**src/design/power_meter_window_average_defines.svh**
```systemverilog
// Assertion macros shared by the power meter RTL.
`ifndef POWER_METER_WINDOW_AVERAGE_DEFINES_SVH
`define POWER_METER_WINDOW_AVERAGE_DEFINES_SVH
`ifndef ASSERT_OFF
// Property that must hold at every edge outside reset.
`define PMWA_ASSERT(lbl, clock, rstn, prop, msg) \
    lbl: assert property (@(posedge clock) disable iff (!rstn) (prop)) else $error(msg);
// Implication whose consequent is checked in the next cycle.
`define PMWA_ASSERT_NEXT(lbl, clock, rstn, ante, cons, msg) \
    lbl: assert property (@(posedge clock) disable iff (!rstn) (ante) |=> (cons)) \
        else $error(msg);
`else
`define PMWA_ASSERT(lbl, clock, rstn, prop, msg)
`define PMWA_ASSERT_NEXT(lbl, clock, rstn, ante, cons, msg)
`endif
`endif

```
**src/design/pmwa_pkg.sv**
```systemverilog
// Shared constants of the power meter.
`default_nettype none
package pmwa_pkg;
    localparam int DEPTH_DEF       = 64;
    localparam int SAMPLE_BITS_DEF = 10;
    localparam int MUL_B_W         = 18;
    localparam int N_OUT_W         = 7;
    localparam int MEAN_W          = 33;
    localparam int POWER_W         = 48;
    localparam int WIN_W           = 7;
    localparam int SCALE_W         = 16;
    localparam int OFFS_W          = 32;
endpackage
`default_nettype wire

```
**src/design/pmwa_ram.sv**
```systemverilog
// Generic single-port-write, single-port-read RAM with registered read.
`default_nettype none
module pmwa_ram #(
    parameter int WIDTH = 20,
    parameter int DEPTH = 64
) (
    input  logic                     clk,
    input  logic                     we,
    input  logic [$clog2(DEPTH)-1:0] waddr,
    input  logic [WIDTH-1:0]         wdata,
    input  logic                     re,
    input  logic [$clog2(DEPTH)-1:0] raddr,
    output logic [WIDTH-1:0]         rdata
);
    logic [WIDTH-1:0] mem [DEPTH];
    logic [WIDTH-1:0] rdata_reg;

    always_ff @(posedge clk)
    begin
        if (we)
        begin
            mem[waddr] <= wdata;
        end
        if (re)
        begin
            rdata_reg <= mem[raddr];
        end
    end

    assign rdata = rdata_reg;
endmodule
`default_nettype wire

```
**src/design/pmwa_mul.sv**
```systemverilog
// Shared signed multiplier with registered product.
`default_nettype none
module pmwa_mul
    import pmwa_pkg::*;
#(
    parameter int MA_W = 33
) (
    input  logic                           clk,
    input  logic signed [MA_W-1:0]         a,
    input  logic signed [MUL_B_W-1:0]      b,
    output logic signed [MA_W+MUL_B_W-1:0] p
);
    logic signed [MA_W+MUL_B_W-1:0] p_reg;

    always_ff @(posedge clk)
    begin
        p_reg <= a * b;
    end

    assign p = p_reg;
endmodule
`default_nettype wire

```
**src/design/pmwa_div.sv**
```systemverilog
// Restoring unsigned divider, one quotient bit a cycle.
`default_nettype none
module pmwa_div #(
    parameter int DIV_W = 56,
    parameter int DVS_W = 7
) (
    input  logic             clk,
    input  logic             rst_n,
    input  logic             start,
    input  logic [DIV_W-1:0] dividend,
    input  logic [DVS_W-1:0] divisor,
    output logic             done,
    output logic [DIV_W-1:0] quotient,
    output logic [DVS_W-1:0] remainder
);
    localparam int CW = $clog2(DIV_W + 1);

    logic [DVS_W:0]   rem_reg, rem_next;
    logic [DIV_W-1:0] quo_reg, quo_next;
    logic [DVS_W-1:0] dvs_reg;
    logic [CW-1:0]    cnt_reg, cnt_next;
    logic             busy_reg, busy_next;
    logic             done_reg, done_next;
    logic [DVS_W:0]   shifted;
    logic             ge;

    assign shifted = {rem_reg[DVS_W-1:0], quo_reg[DIV_W-1]};
    assign ge      = shifted >= {1'b0, dvs_reg};

    always_comb
    begin
        rem_next  = rem_reg;
        quo_next  = quo_reg;
        cnt_next  = cnt_reg;
        busy_next = busy_reg;
        done_next = 1'b0;
        if (start)
        begin
            rem_next  = '0;
            quo_next  = dividend;
            cnt_next  = CW'(DIV_W);
            busy_next = 1'b1;
        end
        else if (busy_reg)
        begin
            rem_next = ge ? (shifted - {1'b0, dvs_reg}) : shifted;
            quo_next = {quo_reg[DIV_W-2:0], ge};
            cnt_next = cnt_reg - 1'b1;
            if (cnt_reg == CW'(1))
            begin
                busy_next = 1'b0;
                done_next = 1'b1;
            end
        end
    end

    always_ff @(posedge clk or negedge rst_n)
    begin
        if (!rst_n)
        begin
            busy_reg <= 1'b0;
            done_reg <= 1'b0;
            cnt_reg  <= '0;
        end
        else
        begin
            busy_reg <= busy_next;
            done_reg <= done_next;
            cnt_reg  <= cnt_next;
        end
    end

    always_ff @(posedge clk)
    begin
        rem_reg <= rem_next;
        quo_reg <= quo_next;
        if (start)
        begin
            dvs_reg <= divisor;
        end
    end

    assign done      = done_reg;
    assign quotient  = quo_reg;
    assign remainder = rem_reg[DVS_W-1:0];
endmodule
`default_nettype wire

```
**src/design/power_meter_window_average.sv**
```systemverilog
// Top level of the windowed average power meter.
//
//  channel | dir | transfer / contents
//  s_*     | in  | tuser = func; tdata = current_sample, voltage_sample
//  m_*     | out | tuser = valid_res; tdata = n, mean I, mean V, mean P
//  apb     | in  | 5 registers at 4*i, written in the access phase
//
// For each averaged pair a query does one RAM read, four passes through the
// shared multiplier and two adds, then the two scalings and the three
// divides by n in the serial divider, then loads the output register; an
// empty ring goes straight to loading the output register.
// Reset clears pointer, fill count and control registers; the RAM is never cleared,
// only the newest fill-count entries are read. A waiting result does not
// stop stores; a finished query holds in its last state until m_tready.
`default_nettype none
`include "power_meter_window_average_defines.svh"
module power_meter_window_average
    import pmwa_pkg::*;
#(
    parameter int DEPTH       = DEPTH_DEF,
    parameter int SAMPLE_BITS = SAMPLE_BITS_DEF
) (
    input  logic         clk,
    input  logic         rst_n,
    input  logic         s_tvalid,
    output logic         s_tready,
    // [SB-1:0] current_sample, [2SB-1:SB] voltage_sample, zero pad
    input  logic [((2*SAMPLE_BITS+7)/8)*8-1:0] s_tdata,
    // [0] func
    input  logic         s_tuser,
    output logic         m_tvalid,
    input  logic         m_tready,
    // [6:0] samples_used, [39:7] mean_current, [72:40] mean_voltage,
    // [120:73] mean_power, [127:121] zero
    output logic [127:0] m_tdata,
    // [0] valid_res
    output logic         m_tuser,
    input  logic         psel,
    input  logic         penable,
    input  logic         pwrite,
    input  logic [4:0]   paddr,
    input  logic [31:0]  pwdata,
    output logic [31:0]  prdata,
    output logic         pready
);
    localparam int SB     = SAMPLE_BITS;
    localparam int AW     = $clog2(DEPTH);
    localparam int CNT_W  = $clog2(DEPTH + 1);
    localparam int CC_W   = ((SB + 16 > 31) ? SB + 16 : 31) + 2;
    localparam int MP_W   = CC_W + MUL_B_W;
    localparam int PR_W   = 2 * CC_W;
    localparam int SP_W   = 2 * CC_W - 17 + CNT_W;
    localparam int SC_W   = SB + CNT_W;
    localparam int DIV_W  = SP_W;
    localparam int EXT_W  = (SP_W + 1 > POWER_W + 1) ? SP_W + 1 : POWER_W + 1;
    localparam int PAD_IN = ((2*SB+7)/8)*8 - 2*SB;

    // register indexes
    localparam logic [2:0] R_WIN  = 3'd0;
    localparam logic [2:0] R_CSC  = 3'd1;
    localparam logic [2:0] R_COFF = 3'd2;
    localparam logic [2:0] R_VSC  = 3'd3;
    localparam logic [2:0] R_VOFF = 3'd4;

    // sequencer states
    localparam logic [4:0] ST_IDLE  = 5'd0;
    localparam logic [4:0] ST_RD    = 5'd1;
    localparam logic [4:0] ST_MC    = 5'd2;
    localparam logic [4:0] ST_MV    = 5'd3;
    localparam logic [4:0] ST_ADDV  = 5'd4;
    localparam logic [4:0] ST_MLO   = 5'd5;
    localparam logic [4:0] ST_MHI   = 5'd6;
    localparam logic [4:0] ST_PADD  = 5'd7;
    localparam logic [4:0] ST_PACC  = 5'd8;
    localparam logic [4:0] ST_MULC  = 5'd9;
    localparam logic [4:0] ST_SDIVC = 5'd10;
    localparam logic [4:0] ST_WDIVC = 5'd11;
    localparam logic [4:0] ST_MULV  = 5'd12;
    localparam logic [4:0] ST_SDIVV = 5'd13;
    localparam logic [4:0] ST_WDIVV = 5'd14;
    localparam logic [4:0] ST_SDIVP = 5'd15;
    localparam logic [4:0] ST_WDIVP = 5'd16;
    localparam logic [4:0] ST_OUT   = 5'd17;

    localparam logic signed [MEAN_W-1:0]  MAX33 = {1'b0, {(MEAN_W-1){1'b1}}};
    localparam logic signed [MEAN_W-1:0]  MIN33 = {1'b1, {(MEAN_W-1){1'b0}}};
    localparam logic signed [POWER_W-1:0] MAX48 = {1'b0, {(POWER_W-1){1'b1}}};
    localparam logic signed [POWER_W-1:0] MIN48 = {1'b1, {(POWER_W-1){1'b0}}};

    // configuration
    logic [WIN_W-1:0]          win_reg;
    logic [SCALE_W-1:0]        csc_reg, vsc_reg;
    logic signed [OFFS_W-1:0]  coff_reg, voff_reg;
    logic                      cfg_we;

    assign pready = 1'b1;
    assign cfg_we = psel && penable && pwrite;

    always_ff @(posedge clk or negedge rst_n)
    begin
        if (!rst_n)
        begin
            win_reg  <= WIN_W'(64);
            csc_reg  <= SCALE_W'(320);
            coff_reg <= '0;
            vsc_reg  <= SCALE_W'(320);
            voff_reg <= '0;
        end
        else if (cfg_we)
        begin
            case (paddr[4:2])
                R_WIN:   win_reg  <= pwdata[WIN_W-1:0];
                R_CSC:   csc_reg  <= pwdata[SCALE_W-1:0];
                R_COFF:  coff_reg <= pwdata;
                R_VSC:   vsc_reg  <= pwdata[SCALE_W-1:0];
                R_VOFF:  voff_reg <= pwdata;
                default: ;
            endcase
        end
    end

    always_comb
    begin
        case (paddr[4:2])
            R_WIN:   prdata = 32'(win_reg);
            R_CSC:   prdata = 32'(csc_reg);
            R_COFF:  prdata = coff_reg;
            R_VSC:   prdata = 32'(vsc_reg);
            R_VOFF:  prdata = voff_reg;
            default: prdata = '0;
        endcase
    end

    // control state
    logic [4:0]       state_reg, state_next;
    logic [AW-1:0]    wp_reg, idx_reg;
    logic [CNT_W-1:0] fill_reg, n_reg, cnt_reg;
    logic             m_valid_reg;

    // datapath registers
    logic [SC_W-1:0]          sumc_reg, sumv_reg;
    logic signed [SP_W-1:0]   sump_reg;
    logic [SB-1:0]            vs_reg;
    logic signed [CC_W-1:0]   cc_reg, vc_reg;
    logic signed [MP_W-1:0]   lo_reg;
    logic signed [PR_W-1:0]   prod_reg;
    logic signed [MEAN_W-1:0] mc_reg, mv_reg;
    logic signed [POWER_W-1:0] mp_reg;
    logic [127:0]             m_data_reg;
    logic                     m_user_reg;

    logic s_acc, m_load;
    logic [SB-1:0] cs_in, vs_in, cs_rd, vs_rd;
    logic [2*SB-1:0] rdata;

    assign s_tready = (state_reg == ST_IDLE);
    assign s_acc    = s_tvalid && s_tready;
    assign m_load   = (state_reg == ST_OUT) && (!m_valid_reg || m_tready);
    assign cs_in    = s_tdata[SB-1:0];
    assign vs_in    = s_tdata[2*SB-1:SB];
    assign cs_rd    = rdata[SB-1:0];
    assign vs_rd    = rdata[2*SB-1:SB];

    // effective window and pairs taken: clamp to 1..DEPTH, then to fill
    logic [CNT_W-1:0] win_eff, n_q;
    always_comb
    begin
        if (win_reg == '0)
        begin
            win_eff = CNT_W'(1);
        end
        else if (int'(win_reg) > DEPTH)
        begin
            win_eff = CNT_W'(DEPTH);
        end
        else
        begin
            win_eff = CNT_W'(win_reg);
        end
        n_q = (win_eff < fill_reg) ? win_eff : fill_reg;
    end

    function automatic logic [AW-1:0] ring_dec(input logic [AW-1:0] x);
        ring_dec = (x == '0) ? AW'(DEPTH - 1) : x - 1'b1;
    endfunction

    pmwa_ram #(.WIDTH(2*SB), .DEPTH(DEPTH)) u_ram (
        .clk   (clk),
        .we    (s_acc && !s_tuser),
        .waddr (wp_reg),
        .wdata ({vs_in, cs_in}),
        .re    (state_reg == ST_RD),
        .raddr (idx_reg),
        .rdata (rdata)
    );

    // shared multiplier operand select
    logic signed [CC_W-1:0]    mul_a;
    logic signed [MUL_B_W-1:0] mul_b;
    logic signed [MP_W-1:0]    mres;

    always_comb
    begin
        mul_a = '0;
        mul_b = '0;
        case (state_reg)
            ST_MC:
            begin
                mul_a = $signed(CC_W'(csc_reg));
                mul_b = $signed(MUL_B_W'(cs_rd));
            end
            ST_MV:
            begin
                mul_a = $signed(CC_W'(vsc_reg));
                mul_b = $signed(MUL_B_W'(vs_reg));
            end
            ST_MLO:
            begin
                mul_a = cc_reg;
                mul_b = $signed({1'b0, vc_reg[16:0]});
            end
            ST_MHI:
            begin
                mul_a = cc_reg;
                mul_b = MUL_B_W'(vc_reg >>> 17);
            end
            ST_MULC:
            begin
                mul_a = $signed(CC_W'(sumc_reg));
                mul_b = $signed(MUL_B_W'(csc_reg));
            end
            ST_MULV:
            begin
                mul_a = $signed(CC_W'(sumv_reg));
                mul_b = $signed(MUL_B_W'(vsc_reg));
            end
            default: ;
        endcase
    end

    pmwa_mul #(.MA_W(CC_W)) u_mul (
        .clk (clk),
        .a   (mul_a),
        .b   (mul_b),
        .p   (mres)
    );

    // shared divider by n
    logic             div_start, div_done;
    logic [DIV_W-1:0] div_dvd, div_q;
    logic [CNT_W-1:0] div_r;
    logic             p_neg;

    assign p_neg     = sump_reg < 0;
    assign div_start = (state_reg == ST_SDIVC) || (state_reg == ST_SDIVV)
                    || (state_reg == ST_SDIVP);
    always_comb
    begin
        if (state_reg == ST_SDIVP)
        begin
            div_dvd = DIV_W'(p_neg ? -sump_reg : sump_reg);
        end
        else
        begin
            div_dvd = DIV_W'($unsigned(mres));
        end
    end

    pmwa_div #(.DIV_W(DIV_W), .DVS_W(CNT_W)) u_div (
        .clk       (clk),
        .rst_n     (rst_n),
        .start     (div_start),
        .dividend  (div_dvd),
        .divisor   (n_reg),
        .done      (div_done),
        .quotient  (div_q),
        .remainder (div_r)
    );

    // quotient plus offset, saturated to 33 bits
    logic signed [DIV_W:0]  mean_sum;
    logic signed [OFFS_W-1:0] off_sel;
    logic signed [MEAN_W-1:0] mean_sat;
    assign off_sel  = (state_reg == ST_WDIVC) ? coff_reg : voff_reg;
    assign mean_sum = $signed({1'b0, div_q}) + (DIV_W+1)'(off_sel);
    always_comb
    begin
        if (mean_sum > (DIV_W+1)'(MAX33))
        begin
            mean_sat = MAX33;
        end
        else if (mean_sum < (DIV_W+1)'(MIN33))
        begin
            mean_sat = MIN33;
        end
        else
        begin
            mean_sat = MEAN_W'(mean_sum);
        end
    end

    // floor quotient of the power sum, saturated to 48 bits
    logic signed [EXT_W-1:0]   pq;
    logic signed [POWER_W-1:0] power_sat;
    always_comb
    begin
        pq = $signed(EXT_W'(div_q));
        if (p_neg)
        begin
            pq = -(pq + EXT_W'(div_r != '0));
        end
        if (pq > EXT_W'(MAX48))
        begin
            power_sat = MAX48;
        end
        else if (pq < EXT_W'(MIN48))
        begin
            power_sat = MIN48;
        end
        else
        begin
            power_sat = POWER_W'(pq);
        end
    end

    // sequencer
    always_comb
    begin
        state_next = state_reg;
        case (state_reg)
            ST_IDLE:
            begin
                if (s_acc && s_tuser)
                begin
                    state_next = (n_q == '0) ? ST_OUT : ST_RD;
                end
            end
            ST_RD:    state_next = ST_MC;
            ST_MC:    state_next = ST_MV;
            ST_MV:    state_next = ST_ADDV;
            ST_ADDV:  state_next = ST_MLO;
            ST_MLO:   state_next = ST_MHI;
            ST_MHI:   state_next = ST_PADD;
            ST_PADD:  state_next = ST_PACC;
            ST_PACC:  state_next = (cnt_reg == CNT_W'(1)) ? ST_MULC : ST_RD;
            ST_MULC:  state_next = ST_SDIVC;
            ST_SDIVC: state_next = ST_WDIVC;
            ST_WDIVC: state_next = div_done ? ST_MULV : ST_WDIVC;
            ST_MULV:  state_next = ST_SDIVV;
            ST_SDIVV: state_next = ST_WDIVV;
            ST_WDIVV: state_next = div_done ? ST_SDIVP : ST_WDIVV;
            ST_SDIVP: state_next = ST_WDIVP;
            ST_WDIVP: state_next = div_done ? ST_OUT : ST_WDIVP;
            ST_OUT:   state_next = m_load ? ST_IDLE : ST_OUT;
            default:  state_next = ST_IDLE;
        endcase
    end

    always_ff @(posedge clk or negedge rst_n)
    begin
        if (!rst_n)
        begin
            state_reg   <= ST_IDLE;
            wp_reg      <= '0;
            fill_reg    <= '0;
            idx_reg     <= '0;
            n_reg       <= '0;
            cnt_reg     <= '0;
            m_valid_reg <= 1'b0;
        end
        else
        begin
            state_reg <= state_next;
            if (s_acc && !s_tuser)
            begin
                wp_reg <= (wp_reg == AW'(DEPTH - 1)) ? '0 : wp_reg + 1'b1;
                if (fill_reg < CNT_W'(DEPTH))
                begin
                    fill_reg <= fill_reg + 1'b1;
                end
            end
            if (s_acc && s_tuser)
            begin
                n_reg   <= n_q;
                cnt_reg <= n_q;
                idx_reg <= ring_dec(wp_reg);
            end
            if (state_reg == ST_PACC)
            begin
                cnt_reg <= cnt_reg - 1'b1;
                idx_reg <= ring_dec(idx_reg);
            end
            if (m_load)
            begin
                m_valid_reg <= 1'b1;
            end
            else if (m_tready)
            begin
                m_valid_reg <= 1'b0;
            end
        end
    end

    // datapath
    always_ff @(posedge clk)
    begin
        if (s_acc && s_tuser)
        begin
            sumc_reg <= '0;
            sumv_reg <= '0;
            sump_reg <= '0;
            mc_reg   <= '0;
            mv_reg   <= '0;
            mp_reg   <= '0;
        end
        case (state_reg)
            ST_MC:
            begin
                vs_reg   <= vs_rd;
                sumc_reg <= sumc_reg + SC_W'(cs_rd);
                sumv_reg <= sumv_reg + SC_W'(vs_rd);
            end
            ST_MV:    cc_reg   <= CC_W'(mres) + CC_W'(coff_reg);
            ST_ADDV:  vc_reg   <= CC_W'(mres) + CC_W'(voff_reg);
            ST_MHI:   lo_reg   <= mres;
            ST_PADD:  prod_reg <= PR_W'(lo_reg) + (PR_W'(mres) <<< 17);
            ST_PACC:  sump_reg <= sump_reg + SP_W'(prod_reg >>> 16);
            ST_WDIVC:
            begin
                if (div_done)
                begin
                    mc_reg <= mean_sat;
                end
            end
            ST_WDIVV:
            begin
                if (div_done)
                begin
                    mv_reg <= mean_sat;
                end
            end
            ST_WDIVP:
            begin
                if (div_done)
                begin
                    mp_reg <= power_sat;
                end
            end
            default: ;
        endcase
        if (m_load)
        begin
            m_data_reg <= {7'b0, mp_reg, mv_reg, mc_reg, N_OUT_W'(n_reg)};
            m_user_reg <= (n_reg != '0);
        end
    end

    assign m_tvalid = m_valid_reg;
    assign m_tdata  = m_data_reg;
    assign m_tuser  = m_user_reg;

    // pad bits of the input word carry nothing
    logic unused_pad;
    if (PAD_IN > 0)
    begin : g_pad
        assign unused_pad = ^s_tdata[((2*SB+7)/8)*8-1:2*SB];
    end
    else
    begin : g_nopad
        assign unused_pad = 1'b0;
    end

    `PMWA_ASSERT(a_fill_bound, clk, rst_n, fill_reg <= CNT_W'(DEPTH), "fill count above depth")
    `PMWA_ASSERT(a_loop_count, clk, rst_n, (state_reg != ST_RD) || (cnt_reg != '0 && cnt_reg <= n_reg), "pair loop count out of range")
    `PMWA_ASSERT_NEXT(a_hold_result, clk, rst_n, state_reg == ST_OUT && m_valid_reg && !m_tready, state_reg == ST_OUT, "result dropped while output stalled")
    `PMWA_ASSERT_NEXT(a_query_start, clk, rst_n, s_acc && s_tuser && n_q != '0, state_reg == ST_RD && n_reg == $past(n_q), "query did not enter pair loop")
endmodule
`default_nettype wire
```
**config.mk**
```make
export PLATFORM = sky130hd
export DESIGN_NAME = power_meter_window_average
export DESIGN_NICKNAME = d
export VERILOG_FILES = /design/src/design/pmwa_pkg.sv /design/src/design/pmwa_ram.sv /design/src/design/pmwa_mul.sv /design/src/design/pmwa_div.sv /design/src/design/power_meter_window_average.sv
export VERILOG_INCLUDE_DIRS = /design/src /design/src/design
export SDC_FILE = /design/constraint.sdc
export NUM_CORES = 2
export LEC_CHECK = 0
export BUFFER_PORTS_ARGS = -buffer_cell sky130_fd_sc_hd__buf_2
export CORE_UTILIZATION = 65
export CTS_CLUSTER_SIZE = 24
export DETAILED_ROUTE_END_ITERATION = 12
export GPL_ROUTABILITY_DRIVEN = 0
export PLACE_DENSITY = 0.82
export REMOVE_ABC_BUFFERS = 1
export SKIP_CTS_REPAIR_TIMING = 1
export SYNTH_ARGS = -nofsm -noshare
export SYNTH_HDL_FRONTEND = slang
export SYNTH_SLANG_ARGS = --single-unit
```
**constraint.sdc**
```tcl
create_clock -name clk -period 21.1 [get_ports clk]
set_clock_uncertainty 0.1 [all_clocks]
set_input_delay 1.055 -clock clk [delete_from_list [all_inputs] [get_ports clk]]
set_output_delay 1.055 -clock clk [all_outputs]
set_load 0.05 [all_outputs]
```
# Word level (Yosys, flattened, before mapping)

Memory sizes are Yosys's and may differ from the RTL's. A register that Yosys moved wholly into a read port is not among the register bits.
Cells that the tools add are included.

Register bits after elaboration: 790
Memory bits (writable): 1280
Bits of input ports: 69
Memories: 1

Memories:

| name      | depth | width | read ports | clocked after memory_dff | write ports | RTL line       | text |
|---|---|---|---|---|---|---|---|
| u_ram.mem | 64    | 20    | 1          | 1                        | 1           | pmwa_ram.sv:15 | `logic [WIDTH-1:0] mem [DEPTH];` |

$add $sub $neg: 17
Multiply operators: 1
$lt $le $gt $ge: 9
Eq/ne operators: 25
Muxes and demuxes: 58
Reductions and logical operators: 30

Operator list:

| kind                                                                           | count |
|---|---|
| 56-bit two-way mux                                                             | 6 |
| 33-bit two-way mux                                                             | 8 |
| 48-bit two-way mux                                                             | 5 |
| 33-bit case mux with 5 select lines                                            | 1 |
| 32-bit case mux with 5 select lines                                            | 1 |
| 18-bit case mux with 6 select lines                                            | 1 |
| 5-bit case mux with 18 select lines                                            | 1 |
| 33-bit by 32-bit adder with 33-bit output                                      | 2 |
| 51-bit by 66-bit adder with 66-bit output                                      | 1 |
| 56-bit by 1-bit adder with 57-bit output                                       | 1 |
| 57-bit by 32-bit adder with 57-bit output                                      | 1 |
| 57-bit by 33-bit > comparator with 1-bit output, second input constant         | 1 |
| 57-bit by 48-bit > comparator with 1-bit output, second input constant         | 1 |
| 57-bit by 33-bit less-than comparator with 1-bit output, second input constant | 1 |
| 57-bit by 48-bit less-than comparator with 1-bit output, second input constant | 1 |
| 57-bit two-way mux                                                             | 1 |
| 57-bit negator                                                                 | 1 |
| 56-bit by 50-bit adder with 56-bit output                                      | 1 |
| 56-bit by 1-bit less-than comparator with 1-bit output, second input constant  | 1 |
| 56-bit negator                                                                 | 1 |
| 33-bit by 18-bit multiplier with 51-bit output                                 | 1 |
| 17-bit two-way mux                                                             | 3 |
| 6-bit two-way mux                                                              | 7 |
| 7-bit two-way mux                                                              | 6 |
| other kinds (38)                                                               | 86 |

# Longest topological paths before layout

Depth after elaboration: 9
Gate-level depth with buffers: 39
Gate-level depth less buffers: 34

# Hierarchy

A second synthesis with hierarchy kept.

Cell total of the unflattened synthesis: 9729
Area total of the unflattened synthesis: 119604.7 um^2

By module, submodules not included:

| module                     | instances | cells an instance | area an instance (um^2) | seq. area each (um^2) |
|---|---|---|---|---|
| pmwa_ram                   | 1         | 2243              | 49695.2                 | 39037.4 |
| power_meter_window_average | 1         | 4853              | 44781.7                 | 17042.6 |
| pmwa_mul                   | 1         | 2371              | 21381.8                 | 1021.0 |
| pmwa_div                   | 1         | 262               | 3746.1                  | 2232.1 |

# Worst setup path after synthesis

OpenSTA, ideal clock, no wires.

Path type: reg2reg
From: register state_reg[4]
To: register u_mul.p_reg[50] (netlist: u_mul.p[50])
Setup time: 0.126 ns
Data arrival time: 9.581 ns
Required time: 20.874 ns
Path slack: 11.292 ns
Cell stages (with the launch flop): 37
Buffers on the path: 4
Cell sequence: dfrtp_1 clkbuf_1 nor2b_1 nand2_1 nor3_1 clkbuf_1 clkbuf_1 a22oi_1 nand2_1 a21o_1 clkbuf_1 nand2_1 fa_1 inv_1 fa_1 ha_1 inv_1 fa_1 inv_1 fa_1 inv_1 fa_1 inv_1 ha_1 a21o_1 a21o_1 a21oi_1 o21bai_1 o21bai_1 nand4_1 a41oi_1 a221oi_1 o21ai_0 a41o_1 o41a_1 a311oi_1 xnor2_1

Longest elaborated chain between the ends: 4
Elaborated cells on any way between the ends: 10
Classes of those cells: mul: 1; eq/ne: 6; mux: 2; reduce/logical: 1

RTL lines:

| what                                             | RTL line                          | text |
|---|---|---|
| from (decl)                                      | power_meter_window_average.sv:135 | `logic [4:0] state_reg, state_next;` |
| from (signal assigned)                           | power_meter_window_average.sv:373 | `state_reg <= state_next;` |
| 5-bit by 3-bit == test with 1-bit output         | power_meter_window_average.sv:206 | `case (state_reg)` |
| 2-bit OR reduction (no line)                     | n/a                               |  |
| 33-bit case mux with 5 select lines              | power_meter_window_average.sv:206 |  |
| 33-bit by 18-bit multiplier with 51-bit output * | pmwa_mul.sv:17                    | `p_reg <= a * b;` |
| to (signal assigned)                             | pmwa_mul.sv:17                    |  |
| to (decl)                                        | pmwa_mul.sv:13                    | `logic signed [MA_W+MUL_B_W-1:0] p_reg;` |

Mark *: on every way between the ends. The rest lies on a longest branch, timed or not.
A chain may end at the register's enable or synchronous reset.

# Worst setup path in the final report

From: register state_reg[2]
To: register u_mul.p_reg[50] (netlist: u_mul.p[50])

Same word-level chain as after synthesis.

==> metrics <==
CTS tree=yes; Seq/Total Area, Yosys=0.516; all-layer global routing usage=0.386; worst stage delay on the critical path=0.96 ns; Leakage=48.3 nW; TritonCTS buffer count=roughly 200; Post-synth EDFFs=between 1,500 and 2,000; Synth top area share=0.453; Net count, final=approximately 10,000; VDD IR max=between 0.0001 and 0.00015 V; number of synthesized register bits=around 2,100; Ys Warns=0; fillers=about 11,000; First-pass DRT Iterations=9; largest cells by area after synthesis=edfxtp_1 (45%), fa_1 (10%), mux4_2 (8.2%); Layout area overhead=9.38%; initial core utilization=0.654; Die Area=about 0.18 mm2; async set-reset flop share out of synthesis=0.0729; global-route wire length before repair=just over 500,000 um; largest reg by FF count=u_ram.mem; status=finished clean; HPWL Detailed=226,000 um; Post-route DRC=0; worst reg2reg path startpoint=state_reg[2]; Inst Count DP=11,102; final number of setup-violating endpoints=0; Setup CP Type=reg -> reg; port buffer count=218; Routed Antenna Nets=0; WP data arrival=12.20 ns; largest family of logic cells by synthesized area=adder cells; gr ovfl total=0; Max Cap Viol=0; slowest cell on the critical path=nor3_4; CTS Root Cell=clkbuf_16; Critical Path RT=21.75 ns; worst-margin pin slew=between 1 and 1.5 ns; Row Count=154; Wirelength per Cell=between 20 and 30 um; Non-Filler Instances=~11,000; post-synthesis compound-gate area fraction=0.0909; layout cells sized above 1=0.151; DR vias/cell=6.84; Cell variety after synth=84; final hold vios=0; clk buf depth=3; # IOs=roughly 230; Crit Path Max Fanout=36; Primary FF master, synth=edfxtp_1; Synth area leader=edfxtp_1; die height=around 420 um; Top cell by count, worst path=fa_1; # H-tree levels=4; flop2flop setup slack=around 9.5 ns; top-count cell post-synth=edfxtp_1; mux cell area share after synthesis=0.0989; CTS Sinks=~2,100; R2R depth=31; CP Launch Type=register; part of the cycle the worst path needs=0.547; min cycle time layout=about 12 ns; vias in the first global route=78,662; Simple-Gate Fraction of Synth Area=0.0758; Mapped Area=0.115 mm2; top cells by count, synth=edfxtp_1 (1,736), inv_1 (858), nand2_1 (677), nor2_1 (645), fa_1 (577); Core Box Area=0.176 mm2; synthesized area per cell=13.1 um2; Die W=roughly 420 um; Rel. slew slack=0.0678; Crit. End Element=register; drt initial violations=approximately 11,000; clock slew seen by the registers of the worst setup and hold paths=approximately 0.06 ns; RR Endpoint=u_mul.p[50]; Post-Synth Adder-Cell Area=0.149; Max Freq=86.6 MHz; Max Slew Vio Count=0; Hold Path Class=in -> async; setup tns final=0 ns; RSZ-0062 raised after global routing=false; synthesized instance count=about 8,800; max reg flops=about 1,300; pwr dens=~140 mW/mm2; Clock Latency Late Sink=~0.88 ns; drt total wl=around 340,000 um; xor/xnor share of the synthesized area=0.0281; largest net degree at the start of global routing=approximately 170; Via Count=between 70,000 and 80,000; initial antenna violation count=43
layout by cell type (no fill, tap or decap), types with 58 or more instances in the layout:
cell type / n
a22o_1: 67
o21a_1: 58
a22oi_1: 127
clkbuf_16: 203
xor2_1: 151
a21o_1: 210
a21oi_1: 339
nand3_1: 84
mux2_2: 132
xnor2_1: 218
ha_1: 448
nand2b_1: 64
nor2_1: 577
nand2_1: 675
dfrtp_1: 141
inv_1: 857
nor3_1: 80
dfxtp_1: 172
mux4_2: 420
or3_1: 58
edfxtp_1: 1736
buf_2: 217
fa_1: 577
buf_4: 155
o21ai_0: 276
a221o_1: 74
how the worst max path moves through the flow:
stage | startpoint | end | slack (ns) | cells past startpoint
detailed placement | state_reg[2] | u_mul.p[50] | 9.98 | 31
CTS | state_reg[2] | u_mul.p[50] | 9.87 | 31
global placement | state_reg[2] | u_mul.p[50] | 10.26 | 31
finish | state_reg[2] | u_mul.p[50] | 9.55 | 31
floorplan | idx_reg[0] | u_ram.rdata[0] | 7.03 | 3
global route | state_reg[2] | u_mul.p[50] | 9.17 | 31
stage by stage:
| stage | hold slack [ns] | utilization | total power [mW] | worst slack [ns] | area [um2] |
|---|---|---|---|---|---|
| 3_3_place_gp | 0.305 | 0.678 | 13.2 | 10.26 | 119000 |
| 5_1_grt | 0.124 | 0.715 | 18.3 | 9.17 | 126000 |
| 3_5_place_dp | 0.306 | 0.678 | 13.6 | 9.98 | 119000 |
| 2_1_floorplan | 0.300 | - | 11.5 | 7.03 | 114000 |
| 6_report | 0.0954 | 0.715 | 17.5 | 9.55 | 126000 |
| 4_1_cts | 0.0789 | 0.715 | 17.3 | 9.87 | 126000 |
logic make-up (layout without fill, tap and decap cells):
kind of cell             after synthesis  in the layout
flip-flops                          2058           2058
AND/OR/NAND/NOR                     1935           1935
AO/OA/AOI/OAI                       1538           1538
buffers and inverters               1261           1602
adder cells (fa/ha/maj)             1025           1025
multiplexers                         595            595
XOR/XNOR                             369            369
other                                  2             33
report_power, final:
part           switching (mW)  internal (mW)  leakage (nW)
clock network            1.62           2.02          3.19
logic                    5.23           3.20          26.0
registers               0.561           4.92          19.1
total                    7.40           10.1          48.3
worst max-delay path: cells and delay by family, from the launching register on:
family / cells / cell delay [ns]
AO/OA/AOI/OAI: 11 / 4.00
XOR/XNOR: 1 / 0.12
AND/OR/NAND/NOR: 5 / 2.17
flip-flops: 1 / 0.72
buffers and inverters: 7 / 0.93
adder cells (fa/ha/maj): 7 / 3.38
routing by layer:
layer / global-route usage / share of wire
met1: 0.456 / 0.32
met2: 0.609 / 0.47
met3: 0.0873 / 0.11
met4: 0.310 / 0.096
met5: 0 / 0.00077
final cells by class:
type                            instances  area, um2  area share
Clock inverter                         98       1050     0.00836
Antenna cell                           25       62.6    0.000497
Sequential cell                      2058      59300       0.472
Timing Repair Buffer                  374       2280      0.0181
Clock buffer                          270       5520      0.0439
Tap cell                             2340       2930      0.0233
Inverter                              860       3230      0.0257
Multi-Input combinational cell       5470      51400       0.409
Note: power is estimated with default switching activity, not from simulation.
